[src/rtl/smcp_pkg.sv]
// ----------------------------------------------------------------------------
// Serial motion command parser package
// Shared constants, types and character helpers for the command parser.
// ----------------------------------------------------------------------------
package smcp_pkg;

	localparam int MAX_COMMAND_BYTES = 64;
	localparam int CNT_W = $clog2(MAX_COMMAND_BYTES + 1);

	localparam logic [CNT_W-1:0] CNT_MAX = CNT_W'(MAX_COMMAND_BYTES);
	localparam logic [CNT_W-1:0] CNT_FRAME_LIMIT = CNT_W'(MAX_COMMAND_BYTES - 2);

	localparam logic [7:0] CH_QMARK = 8'h3F;
	localparam logic [7:0] CH_COMMA = 8'h2C;
	localparam logic [7:0] CH_ONE   = 8'h31;
	localparam logic [7:0] CH_TWO   = 8'h32;
	localparam logic [7:0] CH_THREE = 8'h33;
	localparam logic [7:0] CH_PLUS  = 8'h2B;
	localparam logic [7:0] CH_MINUS = 8'h2D;
	localparam logic [7:0] CH_ZERO  = 8'h30;
	localparam logic [7:0] CH_NINE  = 8'h39;
	localparam logic [7:0] CH_SPACE = 8'h20;
	localparam logic [7:0] CH_TAB   = 8'h09;
	localparam logic [7:0] CH_CR    = 8'h0D;

	localparam logic [8:0] MAX_ANGLE_RST    = 9'd360;
	localparam logic [5:0] MAX_SPEED_RST    = 6'd30;
	localparam logic [5:0] ROTATE_SPEED_RST = 6'd20;
	localparam logic [9:0] ACCUM_MAX        = 10'd1023;

	typedef enum logic [1:0] {
		CFG_MAX_ANGLE    = 2'd0,
		CFG_MAX_SPEED    = 2'd1,
		CFG_ROTATE_SPEED = 2'd2
	} cfg_index_t;

	typedef enum logic [2:0] {
		KIND_MOVE       = 3'd0,
		KIND_ROTATE_CW  = 3'd1,
		KIND_ROTATE_ACW = 3'd2,
		KIND_STOP       = 3'd3,
		KIND_UNKNOWN    = 3'd4
	} cmd_kind_t;

	typedef enum logic [1:0] {
		PH_SKIP   = 2'd0,
		PH_DIGITS = 2'd1,
		PH_DONE   = 2'd2
	} num_phase_t;

	typedef struct packed {
		logic [9:0] acc;
		num_phase_t phase;
		logic       neg;
	} num_state_t;

	typedef struct packed {
		logic [8:0] max_angle;
		logic [5:0] max_speed;
		logic [5:0] rotate_speed;
	} cfg_t;

	typedef struct packed {
		cmd_kind_t  kind;
		logic [8:0] angle;
		logic [5:0] speed;
		logic [7:0] unknown_char;
	} cmd_result_t;

	function automatic logic is_space(input logic [7:0] c);
		return (c == CH_SPACE) || ((c >= CH_TAB) && (c <= CH_CR));
	endfunction

	function automatic logic is_digit(input logic [7:0] c);
		return (c >= CH_ZERO) && (c <= CH_NINE);
	endfunction

endpackage

[src/rtl/smcp_if.sv]
// ----------------------------------------------------------------------------
// Serial motion command parser channels
// Valid/ready channels for received bytes and for decoded commands.
// ----------------------------------------------------------------------------
interface smcp_rx_if;
	logic       valid;
	logic       ready;
	logic [7:0] rx_byte;

	modport source (output valid, output rx_byte, input ready);
	modport sink (input valid, input rx_byte, output ready);
endinterface

interface smcp_cmd_if;
	logic       valid;
	logic       ready;
	logic [2:0] command_kind;
	logic [8:0] move_angle;
	logic [5:0] drive_speed;
	logic [7:0] unknown_char;

	modport source (output valid, output command_kind, output move_angle,
		output drive_speed, output unknown_char, input ready);
	modport sink (input valid, input command_kind, input move_angle,
		input drive_speed, input unknown_char, output ready);
endinterface

[src/rtl/serial_motion_command_parser.sv]
// ----------------------------------------------------------------------------
// Serial motion command parser
// Frames received bytes into '?'-terminated commands and decodes them.
// ----------------------------------------------------------------------------
// Usage:
// Received bytes enter on the rx channel, one item per byte. Each byte updates
// the frame state as it is accepted, so no frame buffer is kept. A '?' that
// closes a well-formed frame produces one command item on the cmd channel;
// all other bytes produce nothing.
// A byte is taken every cycle while rx ready is high. A command appears on cmd
// in the cycle after the '?' that ends it is accepted and sits in an output
// register until taken. The rx channel keeps accepting while that register is
// empty or is being emptied in the same cycle; when the receiver stalls with a
// command held, rx ready drops until it is taken.
// The configuration port writes max_angle, max_speed and rotate_speed by
// index; writes are meant for when no command is pending.
// Reset clears the frame state and the output register's valid flag and loads
// the default limits 360, 30 and 20.
// ----------------------------------------------------------------------------
module serial_motion_command_parser (
	input  logic             clk,
	input  logic             arst_n,
	smcp_rx_if.sink          rx,
	smcp_cmd_if.source       cmd,
	input  logic             cfg_we,
	input  logic [1:0]       cfg_index,
	input  logic [8:0]       cfg_data
);

	smcp_pkg::cfg_t        cfg_q;
	smcp_pkg::cmd_result_t res;
	smcp_pkg::cmd_result_t out_q;
	logic                  res_valid;
	logic                  out_valid_q;
	logic                  accept;

	assign rx.ready = !out_valid_q || cmd.ready;
	assign accept = rx.valid && rx.ready;

	always_ff @(posedge clk or negedge arst_n) begin
		if (!arst_n) begin
			cfg_q.max_angle <= smcp_pkg::MAX_ANGLE_RST;
			cfg_q.max_speed <= smcp_pkg::MAX_SPEED_RST;
			cfg_q.rotate_speed <= smcp_pkg::ROTATE_SPEED_RST;
		end else if (cfg_we) begin
			case (smcp_pkg::cfg_index_t'(cfg_index))
				smcp_pkg::CFG_MAX_ANGLE: cfg_q.max_angle <= cfg_data;
				smcp_pkg::CFG_MAX_SPEED: cfg_q.max_speed <= cfg_data[5:0];
				smcp_pkg::CFG_ROTATE_SPEED: cfg_q.rotate_speed <= cfg_data[5:0];
				default: cfg_q <= cfg_q;
			endcase
		end
	end

	smcp_frame u_frame (
		.clk       (clk),
		.arst_n    (arst_n),
		.accept    (accept),
		.rx_byte   (rx.rx_byte),
		.cfg       (cfg_q),
		.res_valid (res_valid),
		.res       (res)
	);

	always_ff @(posedge clk or negedge arst_n) begin
		if (!arst_n) begin
			out_valid_q <= 1'b0;
		end else if (res_valid) begin
			out_valid_q <= 1'b1;
		end else if (cmd.ready) begin
			out_valid_q <= 1'b0;
		end
	end

	always_ff @(posedge clk) begin
		if (res_valid) begin
			out_q <= res;
		end
	end

	assign cmd.valid = out_valid_q;
	assign cmd.command_kind = out_q.kind;
	assign cmd.move_angle = out_q.angle;
	assign cmd.drive_speed = out_q.speed;
	assign cmd.unknown_char = out_q.unknown_char;

	a_unknown_only: assert property (@(posedge clk) disable iff (!arst_n)
		out_valid_q && out_q.kind != smcp_pkg::KIND_UNKNOWN |-> out_q.unknown_char == 8'd0)
		else $error("unknown byte reported on a known command");

	a_angle_only_move: assert property (@(posedge clk) disable iff (!arst_n)
		out_valid_q && out_q.kind != smcp_pkg::KIND_MOVE |-> out_q.angle == 9'd0)
		else $error("angle reported on a command that is not a move");

	a_stop_quiet: assert property (@(posedge clk) disable iff (!arst_n)
		out_valid_q && out_q.kind == smcp_pkg::KIND_STOP |-> out_q.speed == 6'd0)
		else $error("speed reported on a stop command");

endmodule

[src/rtl/smcp_number.sv]
// ----------------------------------------------------------------------------
// Decimal field reader
// Next-state logic for one signed decimal field read one byte at a time.
// ----------------------------------------------------------------------------
module smcp_number (
	input  logic [7:0]          c,
	input  smcp_pkg::num_state_t cur,
	output smcp_pkg::num_state_t nxt
);

	logic        run;
	logic [13:0] sum;
	logic [9:0]  sat;

	assign sum = {1'b0, cur.acc, 3'b000} + {3'b000, cur.acc, 1'b0} + {10'b0, c[3:0]};
	assign sat = (sum > {4'b0, smcp_pkg::ACCUM_MAX}) ? smcp_pkg::ACCUM_MAX : sum[9:0];

	always_comb begin
		nxt = cur;
		run = 1'b0;
		case (cur.phase)
			smcp_pkg::PH_SKIP: begin
				if (smcp_pkg::is_space(c)) begin
					run = 1'b0;
				end else if (c == smcp_pkg::CH_PLUS || c == smcp_pkg::CH_MINUS) begin
					nxt.neg = (c == smcp_pkg::CH_MINUS);
					nxt.phase = smcp_pkg::PH_DIGITS;
				end else begin
					nxt.phase = smcp_pkg::PH_DIGITS;
					run = 1'b1;
				end
			end
			smcp_pkg::PH_DIGITS: begin
				run = 1'b1;
			end
			default: begin
				run = 1'b0;
			end
		endcase
		if (run) begin
			if (smcp_pkg::is_digit(c)) begin
				nxt.acc = sat;
			end else begin
				nxt.phase = smcp_pkg::PH_DONE;
			end
		end
	end

endmodule

[src/rtl/smcp_frame.sv]
// ----------------------------------------------------------------------------
// Command framer and decoder
// Tracks the current frame byte by byte and decodes it when '?' arrives.
// ----------------------------------------------------------------------------
module smcp_frame (
	input  logic                  clk,
	input  logic                  arst_n,
	input  logic                  accept,
	input  logic [7:0]            rx_byte,
	input  smcp_pkg::cfg_t        cfg,
	output logic                  res_valid,
	output smcp_pkg::cmd_result_t res
);

	logic [smcp_pkg::CNT_W-1:0] byte_cnt_q;
	logic [7:0]                 lead_q;
	logic [7:0]                 third_q;
	logic [1:0]                 comma_q;
	smcp_pkg::num_state_t       angle_q;
	smcp_pkg::num_state_t       speed_q;
	smcp_pkg::num_state_t       angle_nx;
	smcp_pkg::num_state_t       speed_nx;
	logic                       is_end;
	logic                       frame_ok;
	logic                       angle_bad;
	logic                       speed_bad;

	smcp_number u_angle (.c(rx_byte), .cur(angle_q), .nxt(angle_nx));
	smcp_number u_speed (.c(rx_byte), .cur(speed_q), .nxt(speed_nx));

	assign is_end = (rx_byte == smcp_pkg::CH_QMARK);

	always_ff @(posedge clk or negedge arst_n) begin
		if (!arst_n) begin
			byte_cnt_q <= '0;
			lead_q <= '0;
			third_q <= '0;
			comma_q <= '0;
			angle_q <= '0;
			speed_q <= '0;
		end else if (accept) begin
			if (is_end || byte_cnt_q >= smcp_pkg::CNT_MAX) begin
				byte_cnt_q <= '0;
				lead_q <= '0;
				third_q <= '0;
				comma_q <= '0;
				angle_q <= '0;
				speed_q <= '0;
			end else begin
				if (byte_cnt_q == smcp_pkg::CNT_W'(0)) begin
					lead_q <= rx_byte;
				end
				if (byte_cnt_q == smcp_pkg::CNT_W'(2)) begin
					third_q <= rx_byte;
				end
				if (byte_cnt_q != smcp_pkg::CNT_W'(0)) begin
					if (rx_byte == smcp_pkg::CH_COMMA && comma_q < 2'd2) begin
						comma_q <= comma_q + 2'd1;
					end else if (comma_q == 2'd1) begin
						angle_q <= angle_nx;
					end else if (comma_q == 2'd2) begin
						speed_q <= speed_nx;
					end
				end
				byte_cnt_q <= byte_cnt_q + smcp_pkg::CNT_W'(1);
			end
		end
	end

	assign frame_ok = (byte_cnt_q != smcp_pkg::CNT_W'(0))
		&& (byte_cnt_q <= smcp_pkg::CNT_FRAME_LIMIT);
	assign angle_bad = (angle_q.neg && angle_q.acc != 10'd0)
		|| (angle_q.acc > {1'b0, cfg.max_angle});
	assign speed_bad = (speed_q.neg && speed_q.acc != 10'd0)
		|| (speed_q.acc > {4'b0, cfg.max_speed});

	always_comb begin
		res = '0;
		res.kind = smcp_pkg::KIND_MOVE;
		res_valid = 1'b0;
		if (accept && is_end && frame_ok) begin
			case (lead_q)
				smcp_pkg::CH_ONE: begin
					res_valid = (comma_q == 2'd2);
					res.angle = angle_bad ? 9'd0 : angle_q.acc[8:0];
					res.speed = speed_bad ? 6'd0 : speed_q.acc[5:0];
				end
				smcp_pkg::CH_TWO: begin
					res_valid = (byte_cnt_q >= smcp_pkg::CNT_W'(3))
						&& (third_q == smcp_pkg::CH_ONE || third_q == smcp_pkg::CH_TWO);
					res.kind = (third_q == smcp_pkg::CH_ONE) ? smcp_pkg::KIND_ROTATE_CW
						: smcp_pkg::KIND_ROTATE_ACW;
					res.speed = cfg.rotate_speed;
				end
				smcp_pkg::CH_THREE: begin
					res_valid = 1'b1;
					res.kind = smcp_pkg::KIND_STOP;
				end
				default: begin
					res_valid = 1'b1;
					res.kind = smcp_pkg::KIND_UNKNOWN;
					res.unknown_char = lead_q;
				end
			endcase
		end
	end

	a_cnt_bound: assert property (@(posedge clk) disable iff (!arst_n)
		byte_cnt_q <= smcp_pkg::CNT_MAX)
		else $error("frame byte count beyond its limit");

	a_end_clears: assert property (@(posedge clk) disable iff (!arst_n)
		accept && is_end |=> byte_cnt_q == smcp_pkg::CNT_W'(0) && comma_q == 2'd0)
		else $error("frame state not cleared after end of frame");

	a_comma_bound: assert property (@(posedge clk) disable iff (!arst_n)
		comma_q <= 2'd2)
		else $error("comma count beyond two");

endmodule

[src/flat_wrapper.sv]
// flat-port wrapper written by rule: the top's interface ports become plain ports
module serial_motion_command_parser_flat 
  (clk, arst_n, cfg_we, cfg_index, cfg_data, rx_valid, rx_rx_byte, rx_ready, cmd_valid, cmd_command_kind, cmd_move_angle, cmd_drive_speed, cmd_unknown_char, cmd_ready);
  smcp_rx_if rx_i ();
  smcp_cmd_if cmd_i ();
  input  logic clk;
  input  logic arst_n;
  input  logic cfg_we;
  input  logic [1:0] cfg_index;
  input  logic [8:0] cfg_data;
  input wire logic [$bits(rx_i.valid)-1:0] rx_valid;
  input wire logic [$bits(rx_i.rx_byte)-1:0] rx_rx_byte;
  output wire logic [$bits(rx_i.ready)-1:0] rx_ready;
  output wire logic [$bits(cmd_i.valid)-1:0] cmd_valid;
  output wire logic [$bits(cmd_i.command_kind)-1:0] cmd_command_kind;
  output wire logic [$bits(cmd_i.move_angle)-1:0] cmd_move_angle;
  output wire logic [$bits(cmd_i.drive_speed)-1:0] cmd_drive_speed;
  output wire logic [$bits(cmd_i.unknown_char)-1:0] cmd_unknown_char;
  input wire logic [$bits(cmd_i.ready)-1:0] cmd_ready;
  assign rx_i.valid = rx_valid;
  assign rx_i.rx_byte = rx_rx_byte;
  assign rx_ready = rx_i.ready;
  assign cmd_valid = cmd_i.valid;
  assign cmd_command_kind = cmd_i.command_kind;
  assign cmd_move_angle = cmd_i.move_angle;
  assign cmd_drive_speed = cmd_i.drive_speed;
  assign cmd_unknown_char = cmd_i.unknown_char;
  assign cmd_i.ready = cmd_ready;
  serial_motion_command_parser u_core (.clk(clk), .arst_n(arst_n), .rx(rx_i), .cmd(cmd_i), .cfg_we(cfg_we), .cfg_index(cfg_index), .cfg_data(cfg_data));
endmodule
[config.mk]
export PLATFORM = sky130hd
export DESIGN_NAME = serial_motion_command_parser_flat
export DESIGN_NICKNAME = d
export VERILOG_FILES = /design/src/rtl/smcp_pkg.sv /design/src/rtl/smcp_if.sv /design/src/rtl/serial_motion_command_parser.sv /design/src/rtl/smcp_number.sv /design/src/rtl/smcp_frame.sv /design/src/flat_wrapper.sv
export SDC_FILE = /design/constraint.sdc
export NUM_CORES = 1
export LEC_CHECK = 0
export BUFFER_PORTS_ARGS = -buffer_cell sky130_fd_sc_hd__buf_4
export CAP_MARGIN = 15
export CORE_MARGIN = 2
export CORE_UTILIZATION = 60
export CTS_BUF_LIST = sky130_fd_sc_hd__clkbuf_8
export CTS_CLUSTER_DIAMETER = 200
export DETAILED_ROUTE_END_ITERATION = 10
export PLACE_DENSITY = 0.8
export SETUP_SLACK_MARGIN = 0.2
export SKIP_LAST_GASP = 1
export SLEW_MARGIN = 15
export SYNTH_ARGS = -nofsm -noshare
export SYNTH_HDL_FRONTEND = slang
export SYNTH_SLANG_ARGS = --single-unit
[constraint.sdc]
create_clock -name clk -period 6.55 [get_ports clk]
set_input_delay 1.6375 -clock clk [delete_from_list [all_inputs] [get_ports clk]]
set_output_delay 1.6375 -clock clk [all_outputs]
set_load 0.03 [all_outputs]
==> metrics.txt, run 1 <==
status=complete, no violations; CTS H-tree lvls=3; NumNets Final=736; Starting Density=60.9%; Via Count=4904; DIE HEIGHT=106 microns; setup bufs post-CTS=0; Yosys warning total=0; CTS Buffer Depth=2; CP startpoint kind=input port; Mapped Area=0.00621 sq mm; clock slew at reported path FFs=0.09 ns; Synth cell types=77; Clk Latency, worst-skew pair=0.37 ns; Reg2Reg Depth=9; CTS root buf=clkbuf_8; Avg Cell Area, Syn=10.3 sq um; hold path depth=2; most repeated library cell on the critical path=ha_1; Post-synth ARST share=73.7%; post-detailed-routing wire length=13.7 mm; predominant post-synthesis flop cell=dfrtp_1; Final ANT Viol Nets=0; final worst slack=2.36 ns; CTS tree=built; critical path arrival=4.46 ns; Pwr Density=210 mW/mm^2; # port buffers=51; sequence of cells on the critical path=buf_4, ha_1, ha_1, fa_1, a211oi_1, o21a_1, a22oi_1, xnor2_1, nand4_1, a22o_1; CTS resizes=0; RSZ-0062 raised after global routing=false; internal reg-to-reg setup slack=3.30 ns; critical path class=in -> reg; first drt pass iteration count=5; gr usage total=25.7%; Synth Area in Adders=13.0%; final setup fails=0; initial antenna violation count=0; Area Overhead vs Synth=11.2%; leakage dissipation=3.09 nW; largest area contributor in the netlist=dfrtp_1; Compound-Gate Fraction of Synth Area=18.5%; CP max FO=11; CP required=6.82 ns; vias in the first global route=4758; diode count=0; largest cells by area after synthesis=dfrtp_1 25%, edfxtp_1 13%, ha_1 12%, o21ai_0 4.4%, dfstp_2 4.2%; largest net degree at the start of global routing=74; hold_buf cts=0; sequential share of the synthesized area=42.2%; Post-synth EDFFs=26; post-layout util=67.8%; Max Slew Vio Count=0; skew final=0.0132 ns; mux cell area share after synthesis=3.10%; WL/cell=17.4 microns; syn nets=686; routed vias/inst=6.20; Post-Synth XOR/XNOR Area=1.98%; Worst setup EP type=register; Tightest Pin Transition=1.06 ns; most common library cell in the layout ignoring fill and taps=dfrtp_1; # DRC=0; Max-Cap Viols=0; Final Hold Fails=0; register bit total from synthesis=99; share of layout cells above drive strength 1=18.5%; setup TNS=0 ns; DP Wirelength=10.2 mm; Final min period=4.19 ns; Rows=37; final instance area=0.00690 sq mm; simple-gate share of the synthesized area=18.2%; first-pass GRT wire length=22.9 mm; Min Hold Slack=0.487 ns; Place WS=2.05 ns; core footprint=0.0102 sq mm; hold crit path type=reg -> reg; Max VDD drop=0.121 mV; grt ovf=0; Worst path slowest cell=xnor2_1; Die Footprint=0.0112 sq mm; FMAX=0.238 GHz; clock sink total=99; post-synth top area share=25.4%; largest family of logic cells by synthesized area=compound AO/OA/AOI/OAI gates; CTS Buf Count=9; Final period util=64.0%; IO Count=52; Slew HR=29.5%; die width=106 microns; routability-driven placement congestion ratio=0.945; Largest stage delay, worst path=0.62 ns; Detailed Route Iter0 Violations=390; Placed Area=0.00671 sq mm; commonest non-fill, non-tap cells in the layout=63 x dfrtp_1, 61 x nand2_1, 58 x ha_1; Synth Instances=600
## registers in the layout, summed over array words and instances, names as in the netlist
name                       count
u_core.u_frame.speed_q        13
u_core.u_frame.comma_q         2
u_core.u_frame.third_q         8
u_core.cmd.unknown_char        8
u_core.u_frame.angle_q        13
u_core.cfg_q                  21
u_core.cmd.drive_speed         6
u_core.cmd.command_kind        3
u_core.cmd.valid               1
u_core.u_frame.lead_q          8
u_core.u_frame.byte_cnt_q      7
u_core.cmd.move_angle          9
## per-stage QoR
step                instances  power, W
floorplan                 600  0.000983
global placement          775   0.00105
detailed placement        775   0.00107
CTS                       791   0.00145
global route              791   0.00153
finish                    791   0.00145
## kinds of logic (layout without fill, tap and decap cells)
| logic type | after synthesis | in the layout |
|---|---|---|
| simple gates | 199 | 199 |
| compound gates | 162 | 162 |
| fa+ha+maj | 62 | 62 |
| flops | 99 | 99 |
| mux | 17 | 17 |
| xor+xnor | 14 | 14 |
| buf+inv | 47 | 102 |
## cells in the mapped netlist, drive strengths merged, types with 4 or more instances
library cell,count
o2111ai,4
a21oi,20
and3,5
dfstp,10
a211oi,10
nand4b,4
nor3,14
a22o,10
edfxtp,26
nand3,17
nor3b,12
a21o,5
nand2,62
nand2b,10
fa,4
o21a,11
a221o,10
ha,58
o21ai,56
and2,9
clkbuf,8
xnor2,11
inv,33
nor2b,6
nand4,14
dfrtp,63
mux2,15
nor2,30
nand3b,4
a31oi,4
buf,6
## cell type report
| class | instances | area (sq um) |
|---|---|---|
| multi-input cells | 454 | 3400 |
| well taps | 136 | 170 |
| clock buffers | 9 | 124 |
| clock inverters | 7 | 66.3 |
| fillers | 794 | 3280 |
| flip-flops and latches | 99 | 2620 |
| inverters | 33 | 124 |
| repair buffers | 53 | 398 |
## worst paths after layout
path                                           start                            to
max reg2reg                u_core.u_frame.speed_q[4]    u_core.u_frame.speed_q[10]
min                        u_core.u_frame.third_q[7]     u_core.u_frame.third_q[7]
max in group asynchronous                     arst_n               u_core.cfg_q[3]
min in group asynchronous                     arst_n  u_core.u_frame.byte_cnt_q[2]
min reg2reg                u_core.u_frame.third_q[7]     u_core.u_frame.third_q[7]
max                                    rx_rx_byte[2]    u_core.u_frame.speed_q[10]
## critical path: cells and delay by family
kind / cells / cell delay [ns]
simple gates: 1 / 0.21
compound gates: 4 / 0.77
xor+xnor: 1 / 0.62
fa+ha+maj: 3 / 1.05
buf+inv: 1 / 0.16
## power by group
group          switching, W  internal [W]
registers         0.0000773      0.000733
logic              0.000140      0.000110
clock network      0.000213      0.000176
## per-layer routing
layer / up-vias / track usage [%] / wire length [microns]
met4: 0 / 9.12 / 298
met5: - / 0 / 0
met1: 2398 / 34.1 / 5970
met2: 144 / 42.8 / 6780
li1: 2338 / - / -
met3: 24 / 4.21 / 684
Power figures use the tool's default switching activity.
==> run 2, diff against run 1 <==
Settings changed: CORE_UTILIZATION 60 to 56, PLACE_DENSITY 0.8 to 0.78.
Clock period 6.55 ns to 3.4 ns, I/O delays scaled along.
==> run 2 against run 1 <==
Net effect: critical path depth down 1; clock power up 79%; wire length up 3.4%; non-clock buffer count up 15; total power up 90%; design area up 2.9%; worst hold slack better by 0.0095 ns; worst setup slack worse by 2.1 ns; global-route usage down 0.57 points; register-to-register slack worse by 3.0 ns; final cell count up 2.5%; first-iteration DRC count down 2.8%; critical path type unchanged; largest power group unchanged.
==> metrics.txt, run 2 (synthesis results as in run 1) <==
Via Count=4955; DP Wirelength=10.6 mm; NumNets Final=752; CTS Buffer Depth=2; most repeated library cell on the critical path=fa_2; status=complete, no violations; DIE HEIGHT=109 microns; Final Hold Fails=0; routability-driven placement congestion ratio=0.964; CTS root buf=clkbuf_8; FMAX=0.321 GHz; Top reg by flops=u_core.cfg_q; Worst path slowest cell=fa_2; Largest stage delay, worst path=0.51 ns; leakage dissipation=3.16 nW; initial antenna violation count=0; Final min period=3.12 ns; Rows=38; Final ANT Viol Nets=0; Fillers=803; first-pass GRT wire length=23.5 mm; critical path arrival=3.36 ns; core footprint=0.0108 sq mm; Tightest Pin Transition=0.926 ns; grt ovf=0; top flop regs=u_core.cfg_q x21, u_core.u_frame.angle_q x13, u_core.u_frame.speed_q x13; Max Slew Vio Count=0; most common library cell in the layout ignoring fill and taps=buf_4; critical path class=in -> reg; setup TNS=0 ns; post-detailed-routing wire length=14.2 mm; diode count=0; IO Count=52; clock sink total=99; share of layout cells above drive strength 1=21.6%; largest net degree at the start of global routing=74; CP required=3.64 ns; Slew HR=38.3%; WP buf/inv=1; CP max FO=5; Max VDD drop=0.214 mV; Max-Cap Viols=0; clock slew at reported path FFs=0.09 ns; vias in the first global route=4744; Starting Density=57.3%; RSZ-0062 raised after global routing=false; hold_buf cts=0; sequence of cells on the critical path=buf_4, fa_2, fa_2, a211oi_2, o21bai_1, a31oi_2, xor2_2, a31oi_4, a221o_1; CTS tree=built; WL/cell=17.5 microns; commonest non-fill, non-tap cells in the layout=67 x buf_4, 63 x dfrtp_1, 61 x nand2_1; # DRC=0; Worst setup EP type=register; Detailed Route Iter0 Violations=379; final setup fails=0; post-layout util=65.5%; CTS Buf Count=9; Crit path max-delay family=compound AO/OA/AOI/OAI gates; routed vias/inst=6.11; first drt pass iteration count=4; CP startpoint kind=input port; Final period util=91.7%; die width=109 microns; skew final=0.00576 ns; CTS H-tree lvls=3; Area Overhead vs Synth=14.5%; setup bufs post-CTS=0; Clk Latency, worst-skew pair=0.36 ns; Die Footprint=0.0119 sq mm; # port buffers=51; hold crit path type=reg -> reg; Pwr Density=388 mW/mm^2; gr usage total=25.1%; Largest register FFs=21
[run 2: cell types whose count changed in the layout (fill, tap and decap cells not counted), moves of 2 or more]
| cell | previous run | this run |
|---|---|---|
| fa_1 | 4 | 2 |
| fa_2 | 0 | 2 |
| buf_4 | 53 | 67 |
| clkbuf_8 | 9 | 11 |
| a211oi_1 | 9 | 6 |
| a211oi_2 | 1 | 4 |
| clkinv_2 | 3 | 1 |
[run 2: what timing repair did]
| action | CTS | global route |
|---|---|---|
| endpoints found under the setup margin | 0 | 13 |
| hold endpoints to repair | 0 | 0 |
| resized for setup | 0 | 9 |
[run 2: final timing paths]
| check | end | cells past startpoint | startpoint | slack (ns) |
|---|---|---|---|---|
| worst max-delay path | u_core.u_frame.angle_q[11] | 9 | rx_rx_byte[3] | 0.28 |
| worst min-delay path | u_core.u_frame.third_q[7] | 2 | u_core.u_frame.third_q[7] | 0.50 |
| worst max register to register | u_core.u_frame.angle_q[11] | 8 | u_core.u_frame.angle_q[5] | 0.33 |
| worst min register to register | u_core.u_frame.third_q[7] | 2 | u_core.u_frame.third_q[7] | 0.50 |
| max in group asynchronous | u_core.u_frame.angle_q[12] | 1 | arst_n | 2.18 |
| min in group asynchronous | u_core.u_frame.lead_q[4] | 1 | arst_n | 0.61 |
[run 2: routing by layer]
metal  wire (microns)  GRT usage, %
met3              623          3.89
met4              241          6.51
met5                0             0
met2             6920          41.7
met1             6420          34.4
[run 2: power by group]
part / internal [W] / leakage, nW / switching (W)
combinational: 0.000218 / 1.88 / 0.000275
clock: 0.000303 / 0.0983 / 0.000394
sequential: 0.00141 / 1.18 / 0.000152
total: 0.00193 / 3.16 / 0.000820
[run 2: cell type report]
class	instances	area, sq um	share of cell area [%]
flip-flops and latches	99	2620	36.9
multi-input cells	455	3480	49.0
inverters	33	124	1.74
repair buffers	68	523	7.36
clock inverters	5	28.8	0.405
well taps	140	175	2.47
clock buffers	11	151	2.13
[run 2: tightest hold or removal path, delay by kind of cell (launching register included)]
family	cells	cell delay, ns
AND/OR/NAND/NOR	1	0.05
flip-flops	1	0.36
AO/OA/AOI/OAI	1	0.06
[run 2: stage by stage]
step / setup slack [ns] / cell area (sq um) / power [W] / hold slack, ns / std cells
2_1_floorplan: 0.204 / 6220 / 0.00189 / 0.449 / 600
3_3_place_gp: -0.0271 / 6860 / 0.00203 / 0.464 / 794
3_5_place_dp: -0.129 / 6860 / 0.00208 / 0.477 / 794
4_1_cts: 0.230 / 7040 / 0.00276 / 0.498 / 810
5_1_grt: 0.228 / 7100 / 0.00291 / 0.517 / 811
6_report: 0.284 / 7100 / 0.00275 / 0.496 / 811
==> run 3, diff against run 2 <==
Settings changed: ABC_AREA set to 1, CORE_UTILIZATION 56 to 57, PLACE_DENSITY 0.78 to 0.79.
==> run 3 against run 2 <==
Net effect: critical path depth increased by 5; largest power group unchanged; total power increased by 12%; sequential share of layout area decreased by 1.2 points.
==> metrics.txt, run 3 <==
status=complete, no violations; reg-to-reg startpoint=u_core.u_frame.speed_q[4]; critical path class=in -> reg; core footprint=0.0114 sq mm; IO Count=52; Starting Density=58.1%; clock slew at reported path FFs=0.10 ns; sequential share of the synthesized area=39.6%; post-synth top area share=23.9%; Yosys warning total=0; CP max FO=10; hold crit path type=reg -> reg; final instance area=0.00733 sq mm; predominant post-synthesis flop cell=dfrtp_1; largest cells by area after synthesis=dfrtp_1 24%, nand2_1 12%, edfxtp_1 12%, ha_1 11%, inv_1 7.8%; first-pass GRT wire length=24.9 mm; CP startpoint kind=input port; Mapped Area=0.00661 sq mm; gr usage total=24.4%; CTS tree=built; hold_buf cts=0; Top reg by flops=u_core.cfg_q; Placed Area=0.00713 sq mm; FMAX=0.343 GHz; Synth cell types=44; Final min period=2.92 ns; setup TNS=0 ns; Detailed Route Iter0 Violations=438; Avg Cell Area, Syn=7.71 sq um; diode count=0; Via Count=5618; CTS root buf=clkbuf_8; Max Slew Vio Count=0; Multi-input gate area=0.00340 sq mm; Pwr Density=419 mW/mm^2; final setup fails=0; Area Overhead vs Synth=11.0%; Final ANT Viol Nets=0; share of layout cells above drive strength 1=12.3%; grt ovf=0; WL/cell=13.9 microns; Largest stage delay, worst path=0.53 ns; most common library cell in the layout ignoring fill and taps=nand2_1; Largest register FFs=21; CP required=3.66 ns; Synth Instances=857; Worst R2R End=u_core.u_frame.speed_q[6]; die width=112 microns; most common cell in the synthesized netlist=nand2_1; CTS H-tree lvls=3; CTS resizes=0; skew final=0.0191 ns; Worst path slowest cell=fa_1; DP Wirelength=11.3 mm; # DRC=0; Final period util=85.8%; first drt pass iteration count=5; RSZ-0062 raised after global routing=false; Min Hold Slack=0.487 ns; Post-synth ARST share=73.7%; syn nets=943; largest net degree at the start of global routing=74; Worst setup EP type=register; # port buffers=51; vias in the first global route=5374; Max VDD drop=0.269 mV; leakage dissipation=3.93 nW; routed vias/inst=5.32; commonest non-fill, non-tap cells in the layout=217 x nand2_1, 138 x inv_1, 84 x nand3_1; initial antenna violation count=0; top flop regs=u_core.cfg_q x21, u_core.u_frame.angle_q x13, u_core.u_frame.speed_q x13; combined flip-flop and latch cell area=0.00262 sq mm; Tightest Pin Transition=0.921 ns; Final Total Pwr=0.00307 W; internal reg-to-reg setup slack=0.62 ns; register bit total from synthesis=99; Post-synth top cells=217 x nand2_1, 138 x inv_1, 84 x nand3_1; end of the critical path=u_core.u_frame.speed_q[6]; Final Hold Fails=0; Die Footprint=0.0125 sq mm; CTS Buffer Depth=2; clock sink total=99; post-detailed-routing wire length=14.7 mm; Clk Latency, worst-skew pair=0.38 ns; routability-driven placement congestion ratio=0.905; sequence of cells on the critical path=buf_4, ha_1, ha_1, fa_1, nand2_1, nand3_1, nand3_1, nand2_1, nand2_1, nand2_1, a21oi_2, nand3_1, nand2_1, nand2_1; setup bufs post-CTS=0; CTS Buf Count=9; Reg2Reg Depth=13; Max-Cap Viols=0; most repeated library cell on the critical path=nand2_1; critical path launch point=rx_rx_byte[2]; critical path arrival=3.18 ns; NumNets Final=995; Fillers=979; largest area contributor in the netlist=dfrtp_1; Slew HR=38.6%; DIE HEIGHT=112 microns; Rows=39; Post-synth EDFFs=26
==> run 3: how the worst min path moves through the flow <==
stage                  endpoint             start  cells past startpoint  slack, ns
6_report       u_core.cfg_q[18]  u_core.cfg_q[18]                      2       0.49
4_1_cts        u_core.cfg_q[18]  u_core.cfg_q[18]                      2       0.49
3_3_place_gp   u_core.cfg_q[14]  u_core.cfg_q[14]                      2       0.47
3_5_place_dp    u_core.cfg_q[3]   u_core.cfg_q[3]                      2       0.47
2_1_floorplan  u_core.cfg_q[11]  u_core.cfg_q[11]                      2       0.45
5_1_grt        u_core.cfg_q[18]  u_core.cfg_q[18]                      2       0.52
==> run 3: final cells by class <==
type | count | share of cell area [%]
multi-input combinational | 603 | 46.4
sequential | 99 | 35.7
inverter | 143 | 7.32
timing repair buffer | 53 | 5.42
tap | 143 | 2.44
clock buffer | 9 | 1.69
clock inverter | 7 | 1.04
==> run 3: metrics by stage <==
| stage | setup slack [ns] | util [%] | instances |
|---|---|---|---|
| floorplan | 0.553 | - | 857 |
| global placement | 0.211 | 62.7 | 1041 |
| detailed placement | 0.134 | 62.7 | 1041 |
| CTS | 0.531 | 64.5 | 1057 |
| global route | 0.320 | 64.5 | 1057 |
| finish | 0.483 | 64.5 | 1057 |
==> run 3: cell families (layout without fill, tap and decap cells) <==
group,after synthesis,after routing,synth area share (%)
simple gates,435,435,29.5
buf+inv,155,212,8.95
flops,99,99,39.6
compound gates,91,91,7.63
fa+ha+maj,62,62,12.2
xor+xnor,13,13,1.72
mux,2,2,0.341
==> run 3: report_power, final <==
part,leakage (nW),internal (W),switching [W]
Clock,0.103,0.000293,0.000476
Combinational,2.69,0.000273,0.000478
Sequential,1.14,0.00143,0.000123
Total,3.93,0.00200,0.00108
==> run 3: layer usage <==
layer	GRT usage, %	part of all wire, %	vias to the layer above
met1	34.1	45	2559
met5	0	0	-
met3	2.67	4.4	34
met2	38.7	47	161
met4	11.0	3.4	0
li1	-	-	2864
==> run 3: worst max-delay path, delay by kind of cell <==
family                   cells  cell delay [ns]
AO/OA/AOI/OAI                1             0.36
adder cells (fa/ha/maj)      3             1.08
buffers and inverters        1             0.14
AND/OR/NAND/NOR              9             0.75
